**src/hdl/sorted_arrival_queue_assert.svh**
```systemverilog
// Assertion macros shared by the sorted arrival queue modules.
`ifndef SORTED_ARRIVAL_QUEUE_ASSERT_SVH
`define SORTED_ARRIVAL_QUEUE_ASSERT_SVH

// same-cycle implication, clocked on clk, off during rst
`define SAQ_ASSERT_IMP(name, ante, cons, msg) \
  name: assert property (@(posedge clk) disable iff (rst) (ante) |-> (cons)) \
    else $error(msg);

// next-cycle implication, clocked on clk, off during rst
`define SAQ_ASSERT_NEXT(name, ante, cons, msg) \
  name: assert property (@(posedge clk) disable iff (rst) (ante) |=> (cons)) \
    else $error(msg);

`endif

```
**src/hdl/saq_pkg.sv**
```systemverilog
// Types and constants of the sorted arrival queue.
package saq_pkg;

  localparam int KEY_W       = 16;
  localparam int TAG_W       = 8;
  localparam int IDX_W       = 4;
  localparam int SLOT_W      = 4;
  localparam int STATUS_W    = 2;
  localparam int CNT_W       = 5;
  localparam int IN_TDATA_W  = 32;
  localparam int OUT_USED_W  = STATUS_W + SLOT_W + KEY_W + TAG_W + CNT_W;
  localparam int OUT_TDATA_W = 40;

  localparam logic KIND_INSERT = 1'b0;
  localparam logic KIND_REMOVE = 1'b1;

  localparam logic [STATUS_W-1:0] STATUS_OK    = 2'd0;
  localparam logic [STATUS_W-1:0] STATUS_FULL  = 2'd1;
  localparam logic [STATUS_W-1:0] STATUS_RANGE = 2'd2;

  typedef struct packed {
    logic [KEY_W-1:0] key;
    logic [TAG_W-1:0] tag;
  } entry_t;

  // controller -> datapath
  typedef struct packed {
    logic capture;      // latch the input beat
    logic init_ins;     // hole pointer <= count
    logic init_rem;     // pointer <= remove index
    logic rd_below;     // read entry at ptr-1
    logic rd_at;        // read entry at ptr
    logic rd_above;     // read entry at ptr+1
    logic wr_new;       // write new entry at ptr
    logic wr_up;        // move read entry up into ptr, ptr--
    logic wr_down;      // move read entry down into ptr, ptr++
    logic cap_removed;  // keep read entry as the removed one
    logic load_result;  // load output register, update count
  } cmd_t;

  // datapath -> controller
  typedef struct packed {
    logic is_insert;
    logic full;
    logic bad_index;
    logic ptr_zero;
    logic key_greater;
    logic rem_last;
    logic out_free;
  } sts_t;

endpackage

```
**src/hdl/saq_ctrl.sv**
```systemverilog
// Sequencer for insert and remove passes of the sorted arrival queue.
`include "sorted_arrival_queue_assert.svh"

module saq_ctrl (
  input  logic          clk,
  input  logic          rst,
  input  logic          s_tvalid,
  output logic          s_tready,
  output saq_pkg::cmd_t cmd,
  input  saq_pkg::sts_t sts
);
  import saq_pkg::*;

  typedef enum logic [8:0] {
    S_IDLE    = 9'b000000001,
    S_CHECK   = 9'b000000010,
    S_INS_RD  = 9'b000000100,
    S_INS_CMP = 9'b000001000,
    S_REM_RD0 = 9'b000010000,
    S_REM_CAP = 9'b000100000,
    S_REM_RD  = 9'b001000000,
    S_REM_CMP = 9'b010000000,
    S_FIN     = 9'b100000000
  } state_t;

  state_t state;
  state_t state_next;

  always_ff @(posedge clk) begin
    if (rst) begin
      state <= S_IDLE;
    end else begin
      state <= state_next;
    end
  end

  // no beat is taken while reset is held
  assign s_tready = (state == S_IDLE) && !rst;

  always_comb begin
    state_next = state;
    cmd        = '0;
    case (state)
      S_IDLE: begin
        if (s_tvalid) begin
          cmd.capture = 1'b1;
          state_next  = S_CHECK;
        end
      end
      S_CHECK: begin
        if (sts.is_insert) begin
          if (sts.full) begin
            state_next = S_FIN;
          end else begin
            cmd.init_ins = 1'b1;
            state_next   = S_INS_RD;
          end
        end else begin
          if (sts.bad_index) begin
            state_next = S_FIN;
          end else begin
            cmd.init_rem = 1'b1;
            state_next   = S_REM_RD0;
          end
        end
      end
      S_INS_RD: begin
        if (sts.ptr_zero) begin
          cmd.wr_new = 1'b1;
          state_next = S_FIN;
        end else begin
          cmd.rd_below = 1'b1;
          state_next   = S_INS_CMP;
        end
      end
      S_INS_CMP: begin
        if (sts.key_greater) begin
          cmd.wr_up  = 1'b1;
          state_next = S_INS_RD;
        end else begin
          cmd.wr_new = 1'b1;
          state_next = S_FIN;
        end
      end
      S_REM_RD0: begin
        cmd.rd_at  = 1'b1;
        state_next = S_REM_CAP;
      end
      S_REM_CAP: begin
        cmd.cap_removed = 1'b1;
        state_next      = S_REM_RD;
      end
      S_REM_RD: begin
        if (sts.rem_last) begin
          state_next = S_FIN;
        end else begin
          cmd.rd_above = 1'b1;
          state_next   = S_REM_CMP;
        end
      end
      S_REM_CMP: begin
        cmd.wr_down = 1'b1;
        state_next  = S_REM_RD;
      end
      S_FIN: begin
        if (sts.out_free) begin
          cmd.load_result = 1'b1;
          state_next      = S_IDLE;
        end
      end
      default: begin
        state_next = S_IDLE;
      end
    endcase
  end

  `SAQ_ASSERT_NEXT(a_accept_check, s_tvalid && s_tready, state == S_CHECK,
                   "accept not followed by check")
  `SAQ_ASSERT_NEXT(a_fin_hold, (state == S_FIN) && !sts.out_free, state == S_FIN,
                   "result dropped while output busy")
  `SAQ_ASSERT_IMP(a_one_write, 1'b1,
                  $countones({cmd.wr_new, cmd.wr_up, cmd.wr_down}) <= 1,
                  "two memory writes in one cycle")

endmodule

```
**src/hdl/saq_dp.sv**
```systemverilog
// Datapath of the sorted arrival queue: entry memory, pointer, count, result register.
`include "sorted_arrival_queue_assert.svh"

module saq_dp #(
  parameter int CAPACITY = 16
) (
  input  logic                             clk,
  input  logic                             rst,
  input  saq_pkg::cmd_t                    cmd,
  output saq_pkg::sts_t                    sts,
  input  logic [saq_pkg::IN_TDATA_W-1:0]   s_tdata,
  input  logic                             s_tuser,
  output logic                             m_tvalid,
  input  logic                             m_tready,
  output logic [saq_pkg::OUT_TDATA_W-1:0]  m_tdata
);
  import saq_pkg::*;

  localparam int IW = $clog2(CAPACITY);
  localparam int CW = $clog2(CAPACITY + 1);
  localparam int XW = (CW > CNT_W) ? CW : CNT_W;

  // latched operation
  logic             op_kind;
  logic [KEY_W-1:0] op_key;
  logic [TAG_W-1:0] op_tag;
  logic [IDX_W-1:0] op_idx;

  logic [CW-1:0] count;
  logic [IW-1:0] ptr;
  entry_t        rd_data;
  entry_t        rem_entry;
  entry_t        mem [CAPACITY];

  logic          rd_en;
  logic [IW-1:0] rd_addr;
  logic          wr_en;
  entry_t        wr_data;

  logic [XW-1:0]       idx_ext;
  logic [XW-1:0]       count_ext;
  logic [XW-1:0]       slot_ext;
  logic [XW-1:0]       count_res;
  logic [STATUS_W-1:0] res_status;
  logic                res_ok;
  logic [SLOT_W-1:0]   res_slot;
  entry_t              res_entry;

  assign idx_ext   = XW'(op_idx);
  assign count_ext = XW'(count);

  always_ff @(posedge clk) begin
    if (cmd.capture) begin
      op_kind <= s_tuser;
      op_key  <= s_tdata[KEY_W-1:0];
      op_tag  <= s_tdata[KEY_W+TAG_W-1:KEY_W];
      op_idx  <= s_tdata[KEY_W+TAG_W+IDX_W-1:KEY_W+TAG_W];
    end
  end

  // entry memory: one write, one registered read per cycle
  assign rd_en   = cmd.rd_below | cmd.rd_at | cmd.rd_above;
  assign rd_addr = cmd.rd_below ? (ptr - IW'(1)) :
                   cmd.rd_above ? (ptr + IW'(1)) : ptr;
  assign wr_en   = cmd.wr_new | cmd.wr_up | cmd.wr_down;
  assign wr_data = cmd.wr_new ? entry_t'({op_key, op_tag}) : rd_data;

  always_ff @(posedge clk) begin
    if (wr_en) begin
      mem[ptr] <= wr_data;
    end
    if (rd_en) begin
      rd_data <= mem[rd_addr];
    end
  end

  always_ff @(posedge clk) begin
    if (cmd.init_ins) begin
      ptr <= count[IW-1:0];
    end else if (cmd.init_rem) begin
      ptr <= idx_ext[IW-1:0];
    end else if (cmd.wr_up) begin
      ptr <= ptr - IW'(1);
    end else if (cmd.wr_down) begin
      ptr <= ptr + IW'(1);
    end
  end

  always_ff @(posedge clk) begin
    if (cmd.cap_removed) begin
      rem_entry <= rd_data;
    end
  end

  // status
  always_comb begin
    sts.is_insert   = (op_kind == KIND_INSERT);
    sts.full        = (count == CW'(CAPACITY));
    sts.bad_index   = (idx_ext >= count_ext);
    sts.ptr_zero    = (ptr == '0);
    sts.key_greater = (rd_data.key > op_key);
    sts.rem_last    = ((CW'(ptr) + CW'(1)) >= count);
    sts.out_free    = !m_tvalid || m_tready;
  end

  // result
  always_comb begin
    if (sts.is_insert) begin
      res_status = sts.full ? STATUS_FULL : STATUS_OK;
      slot_ext   = XW'(ptr);
    end else begin
      res_status = sts.bad_index ? STATUS_RANGE : STATUS_OK;
      slot_ext   = idx_ext;
    end
    res_ok    = (res_status == STATUS_OK);
    res_slot  = res_ok ? slot_ext[SLOT_W-1:0] : '0;
    res_entry = (res_ok && !sts.is_insert) ? rem_entry : '0;
    if (!res_ok) begin
      count_res = count_ext;
    end else if (sts.is_insert) begin
      count_res = count_ext + XW'(1);
    end else begin
      count_res = count_ext - XW'(1);
    end
  end

  always_ff @(posedge clk) begin
    if (rst) begin
      count <= '0;
    end else if (cmd.load_result) begin
      count <= count_res[CW-1:0];
    end
  end

  always_ff @(posedge clk) begin
    if (rst) begin
      m_tvalid <= 1'b0;
    end else if (cmd.load_result) begin
      m_tvalid <= 1'b1;
    end else if (m_tready) begin
      m_tvalid <= 1'b0;
    end
  end

  always_ff @(posedge clk) begin
    if (cmd.load_result) begin
      m_tdata <= {(OUT_TDATA_W - OUT_USED_W)'(0), count_res[CNT_W-1:0],
                  res_entry.tag, res_entry.key, res_slot, res_status};
    end
  end

  `SAQ_ASSERT_IMP(a_count_max, 1'b1, count <= CW'(CAPACITY), "entry count above capacity")
  `SAQ_ASSERT_IMP(a_load_free, cmd.load_result, !m_tvalid || m_tready, "result register overwritten")
  `SAQ_ASSERT_NEXT(a_count_inc, cmd.load_result && sts.is_insert && !sts.full, count == $past(count) + CW'(1), "insert did not bump count")

endmodule

```
**src/hdl/sorted_arrival_queue.sv**
```systemverilog
// Top level of the sorted arrival queue: controller plus datapath.
// Usage:
//   Input stream (s_*): one beat per operation. s_tuser is the kind,
//   0 insert, 1 remove. Insert places (arrival_key, entry_tag) after every
//   held entry with an equal or smaller key; remove takes remove_index out
//   and closes the gap.
//   Output stream (m_*): exactly one result beat per input beat, in order:
//   status, slot, removed key/tag and entry count after the operation.
//   Data movement: entries move one at a time through the entry memory (one
//   registered read and one write per cycle); an insert shifts up each
//   held entry above its slot, a remove shifts down each entry above its
//   index, and a full or out-of-range request moves no entry.
//   Flow: one operation in flight; s_tready is high only while idle,
//   so the next beat can be taken in the cycle after the result is loaded.
//   The result sits in an output register, so the next beat is accepted
//   while it waits; a new result is held back until m_tready frees it.
//   Reset: rst (synchronous) empties the queue and clears the output valid;
//   entry contents need no clearing since only slots below count are read.
module sorted_arrival_queue #(
  parameter int CAPACITY = 16
) (
  input  logic                            clk,
  input  logic                            rst,
  input  logic                            s_tvalid,
  output logic                            s_tready,
  // [15:0] arrival_key, [23:16] entry_tag, [27:24] remove_index, rest zero
  input  logic [saq_pkg::IN_TDATA_W-1:0]  s_tdata,
  // [0] kind
  input  logic                            s_tuser,
  output logic                            m_tvalid,
  input  logic                            m_tready,
  // [1:0] status, [5:2] slot, [21:6] removed_key, [29:22] removed_tag,
  // [34:30] entry_count, rest zero
  output logic [saq_pkg::OUT_TDATA_W-1:0] m_tdata
);
  import saq_pkg::*;

  cmd_t cmd;
  sts_t sts;

  saq_ctrl u_ctrl (
    .clk      (clk),
    .rst      (rst),
    .s_tvalid (s_tvalid),
    .s_tready (s_tready),
    .cmd      (cmd),
    .sts      (sts)
  );

  saq_dp #(
    .CAPACITY (CAPACITY)
  ) u_dp (
    .clk      (clk),
    .rst      (rst),
    .cmd      (cmd),
    .sts      (sts),
    .s_tdata  (s_tdata),
    .s_tuser  (s_tuser),
    .m_tvalid (m_tvalid),
    .m_tready (m_tready),
    .m_tdata  (m_tdata)
  );

endmodule
```
**config.mk**
```make
export PLATFORM = sky130hd
export DESIGN_NAME = sorted_arrival_queue
export DESIGN_NICKNAME = d
export VERILOG_FILES = /design/src/hdl/saq_pkg.sv /design/src/hdl/saq_ctrl.sv /design/src/hdl/saq_dp.sv /design/src/hdl/sorted_arrival_queue.sv
export VERILOG_INCLUDE_DIRS = /design/src /design/src/hdl
export SDC_FILE = /design/constraint.sdc
export NUM_CORES = 1
export LEC_CHECK = 0
export BUFFER_PORTS_ARGS = -buffer_cell sky130_fd_sc_hd__buf_2
export CAP_MARGIN = 10
export CORE_ASPECT_RATIO = 1.75
export CORE_UTILIZATION = 55
export CTS_CLUSTER_SIZE = 30
export DETAILED_ROUTE_END_ITERATION = 10
export PLACE_DENSITY = 0.81
export SYNTH_ARGS = -nofsm -noshare
export SYNTH_HDL_FRONTEND = slang
export SYNTH_SLANG_ARGS = --single-unit
```
**constraint.sdc**
```tcl
create_clock -name clk -period 4.85 [get_ports clk]
set_input_delay 0.7275 -clock clk [delete_from_list [all_inputs] [get_ports clk]]
set_output_delay 0.7275 -clock clk [all_outputs]
set_load 0.02 [all_outputs]
```
==> impl_metrics.ini, run 1 <==
[sta]
fmax_mhz = 238
hold_violations = 0
worst_pin_slew_ns = 1.21
setup-violations-final = 0
rsz0062_at_grt = false
slew_headroom = 0.189
period_minus_slack_ns = 4.21
maxSlewViolCount = 0
fin_tns_setup_ns = 0
hold-worst-slack_ns = 0.326
finalCritPeriodShare = 0.867
skew_ns = 0.0178

[critical_path]
required_ns = 5.24
critPathSlowestCell = o311a_4
setup.worst_path.start_class = flip-flop
cp-end-kind = flip-flop
cpPeakStageDelay_ns = 0.65
critPathMaxFanout = 36
crit_family = compound AO/OA/AOI/OAI gates
cp.arrival_ns = 4.59
path_cells = ha_1 > nand2b_1 > nand2_1 > ha_1 > a21oi_1 > o21ai_1 > a2111oi_4 > o311a_4 > buf_4 > nand2_1 > nand3_1 > o2111ai_1 > nor3_1
crit_buf_inv = 1
worstSetupPathType = reg -> reg

[yosys]
synth_top_area_share = 0.716
synth.cell_area_mm2 = 0.0210
synth_cells = 1457
synthArstFlopShare = 0
ys_types = 65
synth-main-ff-cell = edfxtp_1
seq_area_frac_synth = 0.730
synth.largest_area_cell = edfxtp_1
ys_seq_elements = 515
synth.area.top_cells = edfxtp_1 (72%), nand2_1 (4.7%), mux2i_1 (2.6%)
synth_area_per_cell_um2 = 14.4
yosys_warnings = 0
synth-edff-count = 500

[layout]
flow.area_growth_from_synthesis_pct = 11.9
drive_gt1_frac = 0.154
mostFrequentLayoutCell = edfxtp_1
final_cell_mix = edfxtp_1 (500), nand2_1 (260), nor2_1 (100)
num-nets-final = 1612

[die]
die_h_um = 260
rows = 94
initial_utilization = 0.557
pin_count = 79
die_w_um = 150
die-area_mm2 = 0.0390
core_area_mm2 = 0.0376

[cts]
clk_pin_slew_ns = 0.07
post_cts_resized = 0
clock_path_buffers = 3
cts_tree = done
h-tree-depth = 2
postCtsHoldBufs = 0
cts_setup_buffers = 0
clock_latency_ns = 0.57
cts-root-buf = clkbuf_16
clock-sinks = 515
numCtsBuffers = 43

[global_route]
grt_first_pass_wirelength_mm = 74.0
grt_pass1_vias = 13063
gr-total-overflow = 0
grt_antenna_before_repair = 1
grt_start_max_net_pins = 145
grt_usage = 0.259

[power]
vdd_drop_max_mv = 0.307
power_density_mw_per_mm2 = 369
total_power_mw = 8.66
power_leakage_nw = 8.13

[route]
dr.pass1.iters = 5
drc = 0
vias = 12887
ant_nets = 0
via_per_inst = 6.26
routedWlPerCell_um = 24.2
drt-total-wl_mm = 49.7
drtIter0Drc = 1442

[run_status]
outcome = finished clean

[hold_path]
hold_path.class = in -> reg

[placed_design]
port-buffer-count = 69
dp_hpwl_mm = 28.5
gp_congestion = 0.907

[flow_run]
maxCapViolCount = 0
==> layout make-up <==
cell class | instances | area [um^2]
Antenna cell | 2 | 5.00
Clock inverter | 30 | 332
Fill cell | 2586 | 14200
Clock buffer | 49 | 1120
Sequential cell | 515 | 15300
Timing Repair Buffer | 111 | 698
Multi-Input combinational cell | 843 | 5300
Inverter | 27 | 101
Tap cell | 480 | 601
==> per-layer routing <==
layer	up-vias	wire [um]	GRT usage
met5	-	0	0
met3	169	3470	0.0350
li1	5620	-	-
met4	0	2790	0.158
met1	6394	17100	0.290
met2	704	26300	0.462
==> synth_stat cells, types with 27 or more instances <==
master / count
clkbuf_1: 36
mux2i_1: 55
nor3_1: 32
inv_1: 27
nand2_1: 260
nand3_1: 55
ha_1: 33
a32o_1: 48
edfxtp_1: 500
and2_1: 31
nor2_1: 113
nand4_1: 30
==> through the flow <==
step / util / setup slack [ns] / cell area, um^2 / instances
2_1_floorplan: - / 1.10 / 21000 / 1461
3_3_place_gp: 0.585 / 0.866 / 22000 / 1976
3_5_place_dp: 0.585 / 0.775 / 22000 / 1976
4_1_cts: 0.624 / 0.702 / 23500 / 2055
5_1_grt: 0.624 / 0.372 / 23500 / 2055
6_report: 0.624 / 0.644 / 23500 / 2057
==> final timing paths <==
kind                                           startpoint                           to  slack, ns  depth (start not counted)
worst max-delay path                u_dp.ptr[0]$_DFFE_PP_   u_dp.rd_data[12]$_DFFE_PP_       0.64                         13
worst min-delay path                          s_tdata[27]     u_dp.op_idx[3]$_DFFE_PP_       0.33                          1
worst max register to register      u_dp.ptr[0]$_DFFE_PP_   u_dp.rd_data[12]$_DFFE_PP_       0.64                         13
worst min register to register  u_dp.rd_data[7]$_DFFE_PP_  u_dp.rem_entry[7]$_DFFE_PN_       0.45                          0
==> registers in the layout (all words and copies together) (netlist names) <==
register        cells
u_dp.mem          384
u_dp.rd_data       24
u_ctrl.state        9
u_dp.m_tdata       35
u_dp.m_tvalid       1
u_dp.op_key        16
u_dp.op_tag         8
u_dp.op_kind        1
u_dp.rem_entry     24
u_dp.count          5
u_dp.ptr            4
u_dp.op_idx         4
==> logic make-up (layout without fill, tap and decap cells) <==
kind of cell	after synthesis	after routing	share of synthesized area
adder cells (fa/ha/maj)	34	34	0.0206
multiplexers	80	80	0.0397
AO/OA/AOI/OAI	145	145	0.0587
flip-flops	515	515	0.730
buffers and inverters	103	217	0.0233
XOR/XNOR	10	10	0.00418
other	1	7	0.000179
AND/OR/NAND/NOR	569	569	0.123
==> report_power, final <==
part / leakage, nW / internal, mW / switching [mW]
clock network: 0.706 / 2.00 / 1.57
logic: 2.79 / 0.0787 / 0.145
registers: 4.63 / 4.85 / 0.0214
total: 8.13 / 6.92 / 1.73
Power figures use the tool's default switching activity.
==> run 2: changes to the inputs <==
--- a/config.mk
+++ b/config.mk
@@ -6,12 +6,14 @@
 export SDC_FILE = /design/constraint.sdc
 export NUM_CORES = 1
 export LEC_CHECK = 0
+export ABC_CLOCK_PERIOD_IN_PS = 5300
 export BUFFER_PORTS_ARGS = -buffer_cell sky130_fd_sc_hd__buf_2
 export CAP_MARGIN = 10
 export CORE_ASPECT_RATIO = 1.75
 export CORE_UTILIZATION = 55
 export CTS_CLUSTER_SIZE = 30
 export DETAILED_ROUTE_END_ITERATION = 10
+export GPL_ROUTABILITY_DRIVEN = 0
 export PLACE_DENSITY = 0.81
 export SYNTH_ARGS = -nofsm -noshare
 export SYNTH_HDL_FRONTEND = slang
==> constraint.sdc (replaced) <==
create_clock -name clk -period 5.3 [get_ports clk]
set_input_delay 0.795 -clock clk [delete_from_list [all_inputs] [get_ports clk]]
set_output_delay 0.795 -clock clk [all_outputs]
set_load 0.02 [all_outputs]
==> run 2 against run 1 <==
  * Final area is 0.45% lower
  * Critical endpoint unchanged
  * Clock power is 11% lower
  * Final cell count is 0.68% lower
  * Register-to-register slack better by 0.30 ns
  * Sequential power is 8.6% lower
  * Via count is 1.1% lower
  * Critical path type unchanged
  * Fmax is 3.4% lower
  * Largest cell class unchanged
  * Combinational power is 9% lower
==> impl_metrics.ini, run 2 (synthesis results as in run 1) <==
[die]
rows = 94
core_area_mm2 = 0.0376
pin_count = 79
initial_utilization = 0.557
die_w_um = 150
die-area_mm2 = 0.0390
die_h_um = 260

[power]
clkPwrFrac = 0.405
power_density_mw_per_mm2 = 335
power_leakage_nw = 8.06
vdd_drop_max_mv = 0.208
p_comb_frac = 0.026
power.switching_mw = 1.54
pwr-share-seq = 0.569
netSwitchingFraction = 0.197
internal-power_mw = 6.29

[layout]
stdcell_count = 2043
flow.area_growth_from_synthesis_pct = 11.4
drive_gt1_frac = 0.148
mostFrequentLayoutCell = edfxtp_1
top_register = u_dp.mem
num-nets-final = 1603
top_regs = u_dp.mem: 384 flops, u_dp.m_tdata: 35 flops
largest_reg_flops = 384
final_cell_mix = edfxtp_1 (500), nand2_1 (260), nor2_1 (100)
num_antenna_cells = 0

[global_route]
grt_pass1_vias = 12869
gr-total-overflow = 0
busiest_layer = met2
met3_usage = 0.0329
grt_antenna_before_repair = 0
grt_first_pass_wirelength_mm = 73.3
use_met2 = 0.465
grt_usage = 0.258
grtUsageMet1 = 0.282
grt_start_max_net_pins = 78

[sta]
slew_headroom = 0.216
maxSlewViolCount = 0
setup-violations-final = 0
fmax_mhz = 230
skew_ns = 0.0139
worst_pin_slew_ns = 1.17
finalCritPeriodShare = 0.821
rsz0062_at_grt = false
period_minus_slack_ns = 4.35
fin_tns_setup_ns = 0
hold_violations = 0

[placed_design]
dp_hpwl_mm = 28.4
dp.cells = 1968
port-buffer-count = 69

[cts]
clock_path_buffers = 3
numCtsBuffers = 42
clk_pin_slew_ns = 0.07
postCtsHoldBufs = 0
h-tree-depth = 2
clock-sinks = 515
post_cts_resized = 0
cts_tree = done
cts_setup_buffers = 0
clock_latency_ns = 0.56
cts-root-buf = clkbuf_16

[route]
drc = 0
dr.pass1.iters = 7
drtIter0Drc = 1418
vias = 12749
ant_nets = 0
routedWlPerCell_um = 24.1
via_per_inst = 6.24
drt-total-wl_mm = 49.3

[critical_path]
worstSetupPathType = reg -> reg
cp.arrival_ns = 4.64
rr_startpoint = u_dp.ptr[0]$_DFFE_PP_
setup.worst_path.start_class = flip-flop
rr_endpoint = u_dp.rd_data[12]$_DFFE_PP_
reg2reg_depth = 13
cp-end-kind = flip-flop
r2r_slack_ns = 0.95
required_ns = 5.59
critPathMaxFanout = 13

[run_status]
outcome = finished clean

[hold_path]
hold_path_end = u_dp.op_idx[2]$_DFFE_PP_
worstHoldPathCells = 1
hold_path.class = in -> reg
hp-start = s_tdata[26]

[flow_run]
maxCapViolCount = 0
[run 2: cell types whose count changed in the layout (fill, tap and decap cells not counted), moves of 2 or more]
cell      delta
nor2_2       -2
diode_2      -2
clkbuf_1     -2
buf_4        -9
nor2_4       +2
inv_6        -2
clkinv_8     -2
[run 2: worst max-delay path by stage]
stage | slack, ns | start | endpoint | cells after the start
6_report | 0.95 | u_dp.ptr[0]$_DFFE_PP_ | u_dp.rd_data[12]$_DFFE_PP_ | 13
5_1_grt | 0.74 | u_dp.ptr[0]$_DFFE_PP_ | u_dp.rd_data[11]$_DFFE_PP_ | 13
4_1_cts | 0.98 | u_dp.ptr[0]$_DFFE_PP_ | u_dp.rd_data[12]$_DFFE_PP_ | 13
3_5_place_dp | 1.02 | u_dp.ptr[0]$_DFFE_PP_ | u_dp.rd_data[11]$_DFFE_PP_ | 13
3_3_place_gp | 1.17 | u_dp.ptr[0]$_DFFE_PP_ | u_dp.rd_data[9]$_DFFE_PP_ | 13
2_1_floorplan | 1.55 | u_ctrl.state[0]$_SDFFE_PP1P_ | u_dp.mem[3][0]$_DFFE_PP_ | 7
[run 2: layer usage]
metal | share of wire | routed length [um]
met1 | 0.34 | 16600
met2 | 0.54 | 26400
met3 | 0.065 | 3220
met4 | 0.063 | 3080
met5 | 0 | 0
[run 2: layout make-up]
type | count | area, um^2
Inverter | 27 | 101
Timing Repair Buffer | 103 | 651
Fill cell | 2575 | 14300
Multi-Input combinational cell | 843 | 5310
Clock inverter | 29 | 302
Sequential cell | 515 | 15300
Tap cell | 480 | 601
Clock buffer | 46 | 1090
[run 2: per-stage QoR]
stage	power, mW	setup WS (ns)	hold slack (ns)	utilization	cell area (um^2)
global route	8.00	0.739	0.401	0.621	23400
floorplan	4.67	1.55	0.420	-	21000
global placement	4.73	1.17	0.433	0.584	22000
finish	7.83	0.946	0.410	0.621	23400
CTS	7.85	0.980	0.398	0.621	23400
detailed placement	4.75	1.02	0.443	0.584	22000
[run 2: critical path, stage by stage (launching register included)]
cell,delay (ns)
edfxtp_1,0.60
ha_1,0.34
nand2b_1,0.16
nand2_1,0.08
ha_1,0.32
a21oi_1,0.17
o21ai_1,0.21
a2111oi_2,0.45
o211ai_1,0.28
a21oi_2,0.62
nor2b_2,0.29
buf_4,0.27
a32o_1,0.22
nor3_1,0.06
[run 2: power groups by stage]
stage	registers, mW	logic [mW]	clock network [mW]
after floorplan	4.53	0.136	0
after global placement	4.54	0.192	0
after detailed placement	4.54	0.202	0
after CTS	4.45	0.204	3.19
after global routing	4.45	0.223	3.32
final	4.45	0.204	3.17
==> run 3: changes to the inputs <==
--- a/config.mk
+++ b/config.mk
@@ -6,7 +6,8 @@
 export SDC_FILE = /design/constraint.sdc
 export NUM_CORES = 1
 export LEC_CHECK = 0
-export ABC_CLOCK_PERIOD_IN_PS = 5300
+export ABC_AREA = 1
+export ABC_CLOCK_PERIOD_IN_PS = 3950
 export BUFFER_PORTS_ARGS = -buffer_cell sky130_fd_sc_hd__buf_2
 export CAP_MARGIN = 10
 export CORE_ASPECT_RATIO = 1.75
@@ -14,7 +15,7 @@
 export CTS_CLUSTER_SIZE = 30
 export DETAILED_ROUTE_END_ITERATION = 10
 export GPL_ROUTABILITY_DRIVEN = 0
-export PLACE_DENSITY = 0.81
+export PLACE_DENSITY = 0.84
 export SYNTH_ARGS = -nofsm -noshare
 export SYNTH_HDL_FRONTEND = slang
 export SYNTH_SLANG_ARGS = --single-unit
==> constraint.sdc (replaced) <==
create_clock -name clk -period 3.95 [get_ports clk]
set_input_delay 0.5925 -clock clk [delete_from_list [all_inputs] [get_ports clk]]
set_output_delay 0.5925 -clock clk [all_outputs]
set_load 0.02 [all_outputs]
==> run 3 against run 2 <==
  * Non-clock buffer count is 34 higher
  * Register-to-register slack got worse by 0.80 ns
  * First-iteration DRC count increased by 30%
  * Area after synthesis rose by 7.8%
  * Count of clock-buffer cells in the layout increased by 2
  * Setup slack worse by 0.80 ns
  * Sequential power grew 34%
==> impl_metrics.ini, run 3 <==
[sta]
maxSlewViolCount = 0
setup-violations-final = 0
hold-worst-slack_ns = 0.183
fin_tns_setup_ns = 0
hold_violations = 0
rsz0062_at_grt = false
period_minus_slack_ns = 3.81
skew_ns = 0.0309
finalCritPeriodShare = 0.964
slew_headroom = 0.180
worst_pin_slew_ns = 1.23
fmax_mhz = 263

[layout]
multiInputGateArea_mm2 = 0.00581
fillers = 2778
final_cell_mix = edfxtp_1 (500), nand3_1 (461), nand2_1 (457)
mostFrequentLayoutCell = edfxtp_1
largest_reg_flops = 384
top_regs = u_dp.mem: 384 flops, u_dp.m_tdata: 35 flops
top_register = u_dp.mem
flow.area_growth_from_synthesis_pct = 11.0
num-nets-final = 2228
regArea_mm2 = 0.0153
drive_gt1_frac = 0.112

[route]
vias = 16290
dr.pass1.iters = 6
via_per_inst = 5.96
drt-total-wl_mm = 57.5
drc = 0
ant_nets = 0
drtIter0Drc = 1848
routedWlPerCell_um = 21.0

[global_route]
grt_start_max_net_pins = 97
grt_pass1_vias = 16368
grt_antenna_before_repair = 1
grt_usage = 0.278
grt_first_pass_wirelength_mm = 87.5
gr-total-overflow = 0

[cts]
numCtsBuffers = 41
cts_setup_buffers = 0
clk_pin_slew_ns = 0.07
cts_tree = done
postCtsHoldBufs = 0
post_cts_resized = 0
clock-sinks = 515
cts-root-buf = clkbuf_16
clock_path_buffers = 3
h-tree-depth = 2
clock_latency_ns = 0.58

[critical_path]
setup.worst_path.start_class = flip-flop
cp-end-kind = flip-flop
required_ns = 4.14
critPathMaxFanout = 24
r2r_slack_ns = 0.14
cp.arrival_ns = 4.00
worstSetupPathType = reg -> reg
reg2reg_depth = 10

[die]
core_area_mm2 = 0.0403
pin_count = 79
rows = 97
initial_utilization = 0.561
die_w_um = 155
die_h_um = 270
die-area_mm2 = 0.0420

[yosys]
synth_cells = 2085
seq_area_frac_synth = 0.677
synthArstFlopShare = 0
synth_top_area_share = 0.664
yosysMostFrequentCell = edfxtp_1
synth.largest_area_cell = edfxtp_1
synth-edff-count = 500
ys_types = 38
synth.area.top_cells = edfxtp_1 (66%), nand3_1 (10%), nand2_1 (7.6%)
synth_area_per_cell_um2 = 10.8
synthTopCellsByCount = edfxtp_1 (500), nand3_1 (462), nand2_1 (458), inv_1 (261), nor2_1 (87)
synth.cell_area_mm2 = 0.0226
yosys_warnings = 0
ys_seq_elements = 515
synth-main-ff-cell = edfxtp_1

[placed_design]
dp_hpwl_mm = 32.8
port-buffer-count = 69

[power]
power_density_mw_per_mm2 = 415
power_leakage_nw = 10.3
vdd_drop_max_mv = 0.309
total_power_mw = 10.4

[hold_path]
hold_path.class = in -> reg
worstHoldPathCells = 1

[run_status]
outcome = finished clean

[flow_run]
maxCapViolCount = 0
==> run 3: cell count changes in the layout (fill, tap and decap cells not counted), moves of 17 or more <==
cell / before / now
nor2_1: 100 / 70
a21oi_1: 18 / 47
nand2_1: 260 / 457
and2_1: 30 / 1
nand3_1: 55 / 461
a32o_1: 48 / 0
mux2i_1: 55 / 0
nand4_1: 30 / 13
inv_1: 27 / 261
nor3_1: 29 / 10
o2111ai_1: 26 / 0
nand3b_1: 3 / 24
buf_4: 30 / 60
mux2_2: 25 / 0
==> run 3: kinds of logic (layout without fill, tap and decap cells) <==
kind of cell	count (synthesis)	after routing	share of synthesized area
AO/OA/AOI/OAI	74	74	0.0173
flip-flops	515	515	0.677
AND/OR/NAND/NOR	1071	1071	0.213
XOR/XNOR	8	8	0.00310
adder cells (fa/ha/maj)	34	34	0.0191
buffers and inverters	382	479	0.0701
other	1	6	0.000166
==> run 3: power breakdown <==
part	internal [mW]	switching (mW)	total, mW
Sequential	5.95	0.0194	5.97
Clock	2.24	1.88	4.12
Combinational	0.0974	0.216	0.314
Total	8.29	2.12	10.4
==> run 3: final cells by class <==
class / instances / share of cell area
clock buffer: 48 / 0.0432
tap: 544 / 0.0271
multi-input combinational: 1192 / 0.231
sequential: 515 / 0.610
clock inverter: 24 / 0.00957
inverter: 270 / 0.0404
antenna: 1 / 0.0000997
timing repair buffer: 137 / 0.0381
==> run 3: critical path: stages (launching register included) <==
cell and delay (ns):
edfxtp_1 0.52, ha_1 0.38, nand4_1 0.11, nor2_1 0.39
nand3_1 0.37, nand2_1 0.17, nand2_1 0.08, nand2_1 0.19
buf_12 0.20, nor2_1 0.07, a21oi_1 0.93
==> run 3: metrics by stage <==
stage,area (um^2),std cells,util,worst slack [ns]
finish,25100,2731,0.623,0.141
global route,25100,2730,0.623,0.0445
CTS,25100,2730,0.623,0.287
detailed placement,23800,2658,0.590,0.310
global placement,23800,2658,0.590,0.447
floorplan,22600,2089,-,0.793
==> run 3: layer usage <==
layer / wire length [um] / track usage / vias to the layer above
met3: 6170 / 0.0578 / 352
met1: 17700 / 0.290 / 7581
li1: - / - / 7199
met2: 28700 / 0.480 / 1158
met4: 4940 / 0.227 / 0
met5: 0 / 0 / -
==> run 3: path summary, 6_finish.rpt <==
kind                                      end                  startpoint
setup / recovery   u_dp.mem[15][16]$_DFFE_PP_  u_dp.rd_data[19]$_DFFE_PP_
hold / removal      u_dp.op_key[11]$_DFFE_PP_                 s_tdata[11]
setup reg to reg   u_dp.mem[15][16]$_DFFE_PP_  u_dp.rd_data[19]$_DFFE_PP_
hold reg to reg   u_dp.rem_entry[7]$_DFFE_PN_   u_dp.rd_data[7]$_DFFE_PP_
